`config.mk`:
```
export PLATFORM = sky130hd
export DESIGN_NAME = annunciator_lamp_sequencer_unit
export DESIGN_NICKNAME = d
export VERILOG_FILES = /design/src/hw/rtl/als_pkg.sv /design/src/hw/rtl/annunciator_lamp_sequencer_unit.sv /design/src/hw/rtl/als_chan_logic.sv
export SDC_FILE = /design/constraint.sdc
export NUM_CORES = 1
export LEC_CHECK = 0
export ABC_AREA = 1
export BUFFER_PORTS_ARGS = -buffer_cell sky130_fd_sc_hd__buf_2
export CAP_MARGIN = 0
export CORE_ASPECT_RATIO = 1.25
export CORE_MARGIN = 2
export CORE_UTILIZATION = 35
export CTS_BUF_LIST = sky130_fd_sc_hd__clkbuf_16
export CTS_CLUSTER_DIAMETER = 50
export DETAILED_ROUTE_END_ITERATION = 16
export MAX_ROUTING_LAYER = met4
export SYNTH_ARGS = -nofsm -noshare
export SYNTH_HDL_FRONTEND = slang
export SYNTH_SLANG_ARGS = --single-unit
```
`constraint.sdc`:
```
create_clock -name clk -period 3.3 [get_ports clk]
set_input_delay 0.66 -clock clk [delete_from_list [all_inputs] [get_ports clk]]
set_output_delay 0.66 -clock clk [all_outputs]
set_load 0.005 [all_outputs]
```
`src/hw/rtl/als_pkg.sv`:
```
// Shared types and constants for the annunciator lamp sequencer.
// No dependencies; imported by every module of the block.
`default_nettype none
package als_pkg;

  localparam int CHANNELS  = 3;
  localparam int PERIOD_W  = 8;
  localparam int CFG_IDX_W = 1;
  localparam int CFG_DAT_W = PERIOD_W;

  localparam logic [PERIOD_W-1:0] FAST_PERIOD_RST = PERIOD_W'(5);
  localparam logic [PERIOD_W-1:0] SLOW_PERIOD_RST = PERIOD_W'(5);

  typedef logic [CHANNELS-1:0] chan_vec_t;

  typedef enum logic [CFG_IDX_W-1:0] {
    CFG_FAST_HALF_PERIOD = 1'b0,
    CFG_SLOW_HALF_PERIOD = 1'b1
  } cfg_reg_t;

  typedef struct packed {
    chan_vec_t seen;
    chan_vec_t flicker;
    chan_vec_t blink;
    chan_vec_t steady;
  } chan_state_t;

  typedef struct packed {
    logic fast_on;
    logic slow_on;
    logic ack;
    logic rst;
  } chan_ctrl_t;

endpackage
`default_nettype wire

```
`src/hw/rtl/annunciator_lamp_sequencer_unit.sv`:
```
// Annunciator lamp sequencer: one lamp per alarm channel, one lamp beat per tick beat.
// Tick beats enter an input register, then the flash dividers and channel logic
// (als_chan_logic) update state and load the result register. Takes one tick per
// cycle unless out_ready low stalls the result register. The result
// register holds while its beat waits on out_ready low, and the input register
// then holds too once it is full. Depends on als_pkg.
`default_nettype none
module annunciator_lamp_sequencer_unit
  import als_pkg::*;
(
  input  wire                 clk,
  input  wire                 rst_n,
  input  wire                 cfg_we,
  input  wire [CFG_IDX_W-1:0] cfg_index,
  input  wire [CFG_DAT_W-1:0] cfg_wdata,
  input  wire                 in_valid,
  output logic                in_ready,
  input  wire [CHANNELS-1:0]  in_alarm_bits,
  input  wire                 in_ack_button,
  input  wire                 in_reset_button,
  output logic                out_valid,
  input  wire                 out_ready,
  output logic [CHANNELS-1:0] out_lamp_bits
);

  logic [PERIOD_W-1:0] fast_period_r, slow_period_r;
  logic [PERIOD_W-1:0] fast_count_r, fast_count_nxt;
  logic [PERIOD_W-1:0] slow_count_r, slow_count_nxt;
  logic [1:0]          phase_r, phase_nxt;
  chan_state_t         state_r, state_nxt;

  logic                s1_valid_r;
  chan_vec_t           s1_alarm_r;
  logic                s1_ack_r, s1_rst_r;

  logic                out_valid_r;
  chan_vec_t           lamp_r, lamp_nxt;

  logic                advance;
  logic                fast_hit, slow_hit;
  chan_ctrl_t          ctrl;

  assign advance   = !out_valid_r || out_ready;
  assign in_ready  = !s1_valid_r || advance;
  assign out_valid = out_valid_r;
  assign out_lamp_bits = lamp_r;

  always_ff @(posedge clk) begin
    if (!rst_n) begin
      fast_period_r <= FAST_PERIOD_RST;
      slow_period_r <= SLOW_PERIOD_RST;
    end else if (cfg_we) begin
      case (cfg_reg_t'(cfg_index))
        CFG_FAST_HALF_PERIOD: fast_period_r <= cfg_wdata;
        CFG_SLOW_HALF_PERIOD: slow_period_r <= cfg_wdata;
        default: ;
      endcase
    end
  end

  always_comb begin
    fast_hit       = fast_count_r == fast_period_r;
    slow_hit       = slow_count_r == slow_period_r;
    fast_count_nxt = fast_hit ? '0 : fast_count_r + PERIOD_W'(1);
    slow_count_nxt = slow_hit ? '0 : slow_count_r + PERIOD_W'(1);
    phase_nxt      = phase_r ^ {slow_hit, fast_hit};
    ctrl.fast_on   = phase_nxt[0];
    ctrl.slow_on   = phase_nxt[1];
    ctrl.ack       = s1_ack_r;
    ctrl.rst       = s1_rst_r;
  end

  als_chan_logic u_chan (
    .alarm_bits (s1_alarm_r),
    .ctrl       (ctrl),
    .state_cur  (state_r),
    .state_upd  (state_nxt),
    .lamp_bits  (lamp_nxt)
  );

  always_ff @(posedge clk) begin
    if (!rst_n) begin
      s1_valid_r <= 1'b0;
    end else if (in_ready) begin
      s1_valid_r <= in_valid;
    end
  end

  always_ff @(posedge clk) begin
    if (in_ready && in_valid) begin
      s1_alarm_r <= in_alarm_bits;
      s1_ack_r   <= in_ack_button;
      s1_rst_r   <= in_reset_button;
    end
  end

  always_ff @(posedge clk) begin
    if (!rst_n) begin
      out_valid_r  <= 1'b0;
      fast_count_r <= '0;
      slow_count_r <= '0;
      phase_r      <= '0;
      state_r      <= '0;
    end else if (advance) begin
      out_valid_r <= s1_valid_r;
      if (s1_valid_r) begin
        fast_count_r <= fast_count_nxt;
        slow_count_r <= slow_count_nxt;
        phase_r      <= phase_nxt;
        state_r      <= state_nxt;
      end
    end
  end

  always_ff @(posedge clk) begin
    if (advance && s1_valid_r) begin
      lamp_r <= lamp_nxt;
    end
  end

  a_steady_seen : assert property (@(posedge clk) disable iff (!rst_n)
    (state_r.steady & ~state_r.seen) == '0)
    else $error("steady channel not marked seen");

  a_flicker_blink : assert property (@(posedge clk) disable iff (!rst_n)
    (state_r.flicker & state_r.blink) == '0)
    else $error("channel both flickering and blinking");

  a_load_out : assert property (@(posedge clk) disable iff (!rst_n)
    (s1_valid_r && advance) |=> out_valid_r)
    else $error("tick beat lost between stages");

  a_fast_toggle : assert property (@(posedge clk) disable iff (!rst_n)
    (s1_valid_r && advance && fast_hit) |=> (phase_r[0] != $past(phase_r[0])))
    else $error("fast phase failed to toggle");

  a_hold_idle : assert property (@(posedge clk) disable iff (!rst_n)
    !s1_valid_r |=> $stable(state_r))
    else $error("channel state changed without a tick beat");

endmodule
`default_nettype wire

```
`src/hw/rtl/als_chan_logic.sv`:
```
// Per-channel lamp mode update for one tick: flicker, steady, blink and idle.
// Depends on als_pkg for the channel state struct and control struct.
`default_nettype none
module als_chan_logic
  import als_pkg::*;
(
  input  wire chan_vec_t   alarm_bits,
  input  wire chan_ctrl_t  ctrl,
  input  wire chan_state_t state_cur,
  output chan_state_t      state_upd,
  output chan_vec_t        lamp_bits
);

  always_comb begin
    state_upd = state_cur;
    lamp_bits = '0;
    for (int i = 0; i < CHANNELS; i++) begin
      if (ctrl.ack || state_cur.steady[i]) begin
        if (alarm_bits[i]) begin
          lamp_bits[i]        = 1'b1;
          state_upd.steady[i] = 1'b1;
          state_upd.seen[i]   = 1'b1;
        end else if (state_cur.seen[i]) begin
          state_upd.blink[i]   = 1'b1;
          state_upd.steady[i]  = 1'b0;
          state_upd.flicker[i] = 1'b0;
          lamp_bits[i]         = ctrl.slow_on;
        end else begin
          state_upd.seen[i]    = 1'b0;
          state_upd.blink[i]   = 1'b0;
          state_upd.flicker[i] = 1'b0;
          lamp_bits[i]         = 1'b0;
        end
      end else if (!state_cur.blink[i] && (state_cur.flicker[i] || alarm_bits[i])) begin
        state_upd.seen[i]    = 1'b1;
        state_upd.flicker[i] = 1'b1;
        state_upd.steady[i]  = 1'b0;
        lamp_bits[i]         = ctrl.fast_on;
      end else if (!state_cur.blink[i] || ctrl.rst) begin
        state_upd.seen[i]    = 1'b0;
        state_upd.blink[i]   = 1'b0;
        state_upd.flicker[i] = 1'b0;
        lamp_bits[i]         = 1'b0;
      end else begin
        lamp_bits[i] = ctrl.slow_on;
      end
    end
  end

endmodule
`default_nettype wire

```
# [Yosys cells after proc, flatten, opt, wreduce, memory -nomap -nowiden]
# Index checks and enable logic that the tools add are counted.
[totals] regBits=56 in_bits=19 out_inout_bits=5 wordCells=142
[op_classes] addsub=2 eq_ne=11 muxes=59 bitwise_logic=2 n_reduce_logical=45
[ops] operator="1-bit 2-to-1 mux" count=57
[ops] operator="4-bit AND reduction" count=6
[ops] operator="8-bit by 1-bit adder with 8-bit output (second input constant)" count=2
[ops] operator="8-bit == test" count=2
[ops] operator="8-bit 2-to-1 mux" count=2
[ops] operator="5-bit AND reduction" count=3
[ops] operator="2-bit nonzero test" count=6
[ops] operator="1-bit logical OR" count=11
[ops] operator="3-bit != test (second input constant)" count=3
[ops] operator="3-bit AND reduction" count=3
[ops] operator="3-bit nonzero test" count=3
[ops] operator="2-bit by 1-bit != test with 1-bit output (second input constant)" count=3
[ops] operator="2-bit != test (second input constant)" count=3
[ops] operator="2-bit AND reduction" count=3
[ops] operator="1-bit logical AND" count=5
[ops] operator="1-bit logical NOT" count=5
[ops] operator="2-bit bitwise XOR" count=1
[ops] operator="1-bit inverter" count=1

# [Depth between registers and ports, before layout]
[depth] depth_word=5 depth_mapped=9 depth_no_buf=9

# [Cells and area by module]
# A second synthesis with hierarchy kept.
[unflattened] hier_cells=422 hier_area_um2=2886.5
[by_module_without_submodules] module="annunciator_lamp_sequencer_unit" n_inst=1 cells_per_inst=346 area_per_inst_um2=2507.4
[by_module_without_submodules] module="als_chan_logic" n_inst=1 cells_per_inst=76 area_per_inst_um2=379.1

# [Worst setup path after synthesis]
# No wires, ideal clock.
[synth_path] kind="input -> output" from="input port out_ready" to="output port in_ready" arrival_ns=0.933 slack_ns=1.707 stages=2 n_path_buf=0 path_cell_list="nor2_4 nand2_1"
[synth_between] elab_chain_len=2
[synth_lines] element="start: declaration" line="annunciator_lamp_sequencer_unit.sv:22" rtl="input wire out_ready,"
[synth_lines] element="1-bit logical OR" line="annunciator_lamp_sequencer_unit.sv:43" rtl="assign advance = !out_valid_r || out_ready;"
[synth_lines] element="1-bit logical OR" line="annunciator_lamp_sequencer_unit.sv:44" rtl="assign in_ready = !s1_valid_r || advance;"
[synth_lines] element="end: declaration" line="annunciator_lamp_sequencer_unit.sv:17" rtl="output logic in_ready,"
# Every way passes these cells.

# [Final worst setup path]
# Same ends and word-level chain as after synthesis.

==> impl_results.md <==
* ANT cells at 0
* Most common cell in the netlist: nand2_1
* Buffers on Ports at 23
* Vias per inst at around 4.7
* Fmax at roughly 540 MHz
* Worst hold path depth at 2
* CTS tree: built
* Post-CTS setup buffers at 0
* Pint at ~0.0011 W
* DIE AREA at between 8000 and 9000 µm²
* Total track usage at 14.08%
* Yosys top cell area share at between 30% and 40%
* Post-route setup TNS at 0 ps
* Static leakage at about 1.2 nW
* Period utilisation layout at a little under three fifths
* Skew final at ~9 ps
* HP Start: state_r[11]
* Clock root buffer: clkbuf_16
* PwrDens at ~500 nW/µm²
* Die X at 81.57 µm
* Vias at about 2200
* CP Capture Type: output pin
* Routability Congestion at between 0.8 and 0.9
* Sequential element share of the synthesized area at 45.63%
* Mapped Avg Cell Area at approximately 7.6 µm²
* Biggest area consumer among synthesized cells: dfxtp_1
* Final Hold Vio Count at 0
* Syn Std Cell Area at between 2000 and 3000 µm²
* Final antenna-violating net count at 0
* Worst min-delay path class: reg -> reg
* Share of layout cells above drive strength 1 at a little over an eighth
* Vias in the first global route at between 2000 and 2500
* Maximum VDD drop at between 0.0002 and 0.0003 V
* Rows at 35
* Worst EP required at 2640 ps
* Global-route wire length before repair at just under 9000 µm
* YS warnings at 0
* Cell area after layout at roughly 3000 µm²
* RR Startpoint: s1_valid_r
* Core Region at ~7300 µm²
* DRC viols at 0
* Setup Crit Path Kind: in -> out
* Combinational power share at between 10% and 20%
* Measured slew at the worst slew-check pin at 477.7 ps
* Layout area overhead at 13.74%
* Fin. max-slew vios at 0
* CTS clk-pin slew, worst paths at 70 ps
* Seq pwr share at 49.7%
* Initial Util at a little over a third
* DRT Pass-1 Iters at 4
* Outcome: finished, final reports clean
* Routed WL per cell at about 11 µm
* Dpl hpwl at between 3000 and 4000 µm
* DP Area at approximately 2800 µm²
* Total CTS buffers at 5
* Synth Flop Type: dfxtp_1
* Async SR Flop Fraction at 0%
* Fillers at around 760
* Chip height at 101.0 µm
* Clock power share at 40.1%
* Number of flops mapped to enable cells by yosys at 8
* Critical path fanouts, max at 3
* Cts-stage hold buffer count at 0
* Ports at 24
* GRT Residual Overflow at 0
* CP startpoint kind: input pin
* Initial antenna violation count at 0
* Largest net degree at the start of global routing at 28
* WHS Endpoint: state_r[11]
* Final setup viols at 0
* Max_cap viols at 0
* Footprint of the multi-input gates at about 1200 µm²
* Sw Pwr at ~0.00036 W
* H-tree depth at 2
* Clock Latency Late Sink at 300 ps
* Critical Path Start: out_ready
* Total wire length at roughly 5200 µm
* RSZ-0062 raised after global routing: no
* DR iter-0 viols at between 70 and 80
* Seq cells post-synth at 56
* Post-synthesis cell type count at 32
* Top post-synthesis cells by area: dfxtp_1 37%, nand2_1 9.7%, edfxtp_1 9.1%, nor2_1 8.3%, inv_1 6.1%
* Clock sinks at 56
* Clock buffer depth at 2
* Seq. cell area at about 1200 µm²
* End of the worst register-to-register path: state_r[4]
* Worst r2r path cells at 7
* Worst EP arrival at approximately 1200 ps
* Normalized max-slew margin at roughly 68%
* Post-synth top cells: 68 x nand2_1, 58 x nor2_1, 48 x dfxtp_1
* R2r setup slk at about 1700 ps
* Post-layout net count at around 390
* Cts repair resizes at 0
* Syn Nets at 366
* Synth Instances at between 300 and 400
* Sw frac at 23.99%
* Min Tclk post-route at around 1900 ps
-- sequential cells by signal, indices dropped and copies added, names as in the netlist --
register / flops
out_valid: 1
s1_rst_r: 1
s1_alarm_r: 3
s1_valid_r: 1
slow_count_r: 8
s1_ack_r: 1
slow_period_r: 8
fast_period_r: 8
out_lamp_bits: 3
phase_r: 2
fast_count_r: 8
state_r: 12
-- worst max path at each step --
| stage | endpoint | cells past startpoint |
|---|---|---|
| after floorplan | in_ready | 2 |
| after global placement | state_r[4] | 8 |
| after detailed placement | state_r[4] | 8 |
| after CTS | in_ready | 4 |
| after global routing | in_ready | 4 |
| final | in_ready | 4 |
-- cells by family after synthesis --
kind of cell / count (synthesis) / share of synthesized area, %
adders and majority gates: 2 / 0.9504
AOI/OAI and AO/OA: 43 / 8.460
xor gates and xnor gates: 18 / 5.989
DFF: 56 / 45.63
buffers and inverters: 50 / 7.746
and+or+nand+nor: 176 / 31.23
-- layout make-up --
cell class,count,share of cell area [%]
Timing Repair Buffer,23,3.845
Sequential cell,56,40.12
Clock buffer,5,4.179
Inverter,45,5.641
Tap cell,92,3.845
Clock inverter,3,1.379
Multi-Input combinational cell,239,40.99
-- critical path, cell delays in order --
cell     delay (ps)
buf_2           110
nor2_4          170
nand2_1         110
buf_2           140
-- cells in the final DEF (no fill, tap or decap), types with 2 or more instances in the layout --
cell	instances
a31oi_1	2
nor2_4	3
nand2_1	68
nand3_2	3
buf_2	23
o21ai_0	18
nor2_1	58
a21oi_1	18
nand2_2	2
o21ai_1	3
nor2_2	3
ha_1	2
nand3_1	25
inv_1	43
nor3_2	3
edfxtp_1	8
nand4_1	4
clkbuf_16	5
o211ai_1	2
xor2_1	6
dfxtp_1	48
nor3b_2	2
xnor2_1	12
nor3_1	2
-- layer usage --
layer | track usage [%] | routed length, µm | up-vias | share of wire (%)
li1 | - | - | 1150 | -
met1 | 17.59 | 2492 | 968 | 48
met2 | 23.01 | 2410 | 33 | 47
met3 | 2.688 | 182 | 5 | 3.5
met4 | 4.103 | 69 | 0 | 1.3
met5 | - | 0 | - | 0
-- stage by stage --
stage | utilization, % | power [W] | setup WS (ps) | std cells | hold WS (ps)
finish | 40.94 | 0.001499 | 1449 | 463 | 461.5
global route | 40.94 | 0.001563 | 1412 | 463 | 491.4
CTS | 40.94 | 0.001513 | 1448 | 463 | 466.8
detailed placement | 38.67 | 0.0009127 | 1380 | 455 | 454.3
global placement | 38.67 | 0.0009119 | 1406 | 455 | 446.5
floorplan | - | 0.0008724 | 1707 | 345 | 432.1
-- power by group through the flow --
stage	Clock [W]	Combinational (W)	Sequential, W
after floorplan	0	0.000116	0.000756
after global placement	0	0.000151	0.000761
after detailed placement	0	0.000152	0.000761
after CTS	0.000614	0.000154	0.000745
after global routing	0.000637	0.000177	0.000749
final	0.000601	0.000153	0.000745
Power figures use the tool's default switching activity.
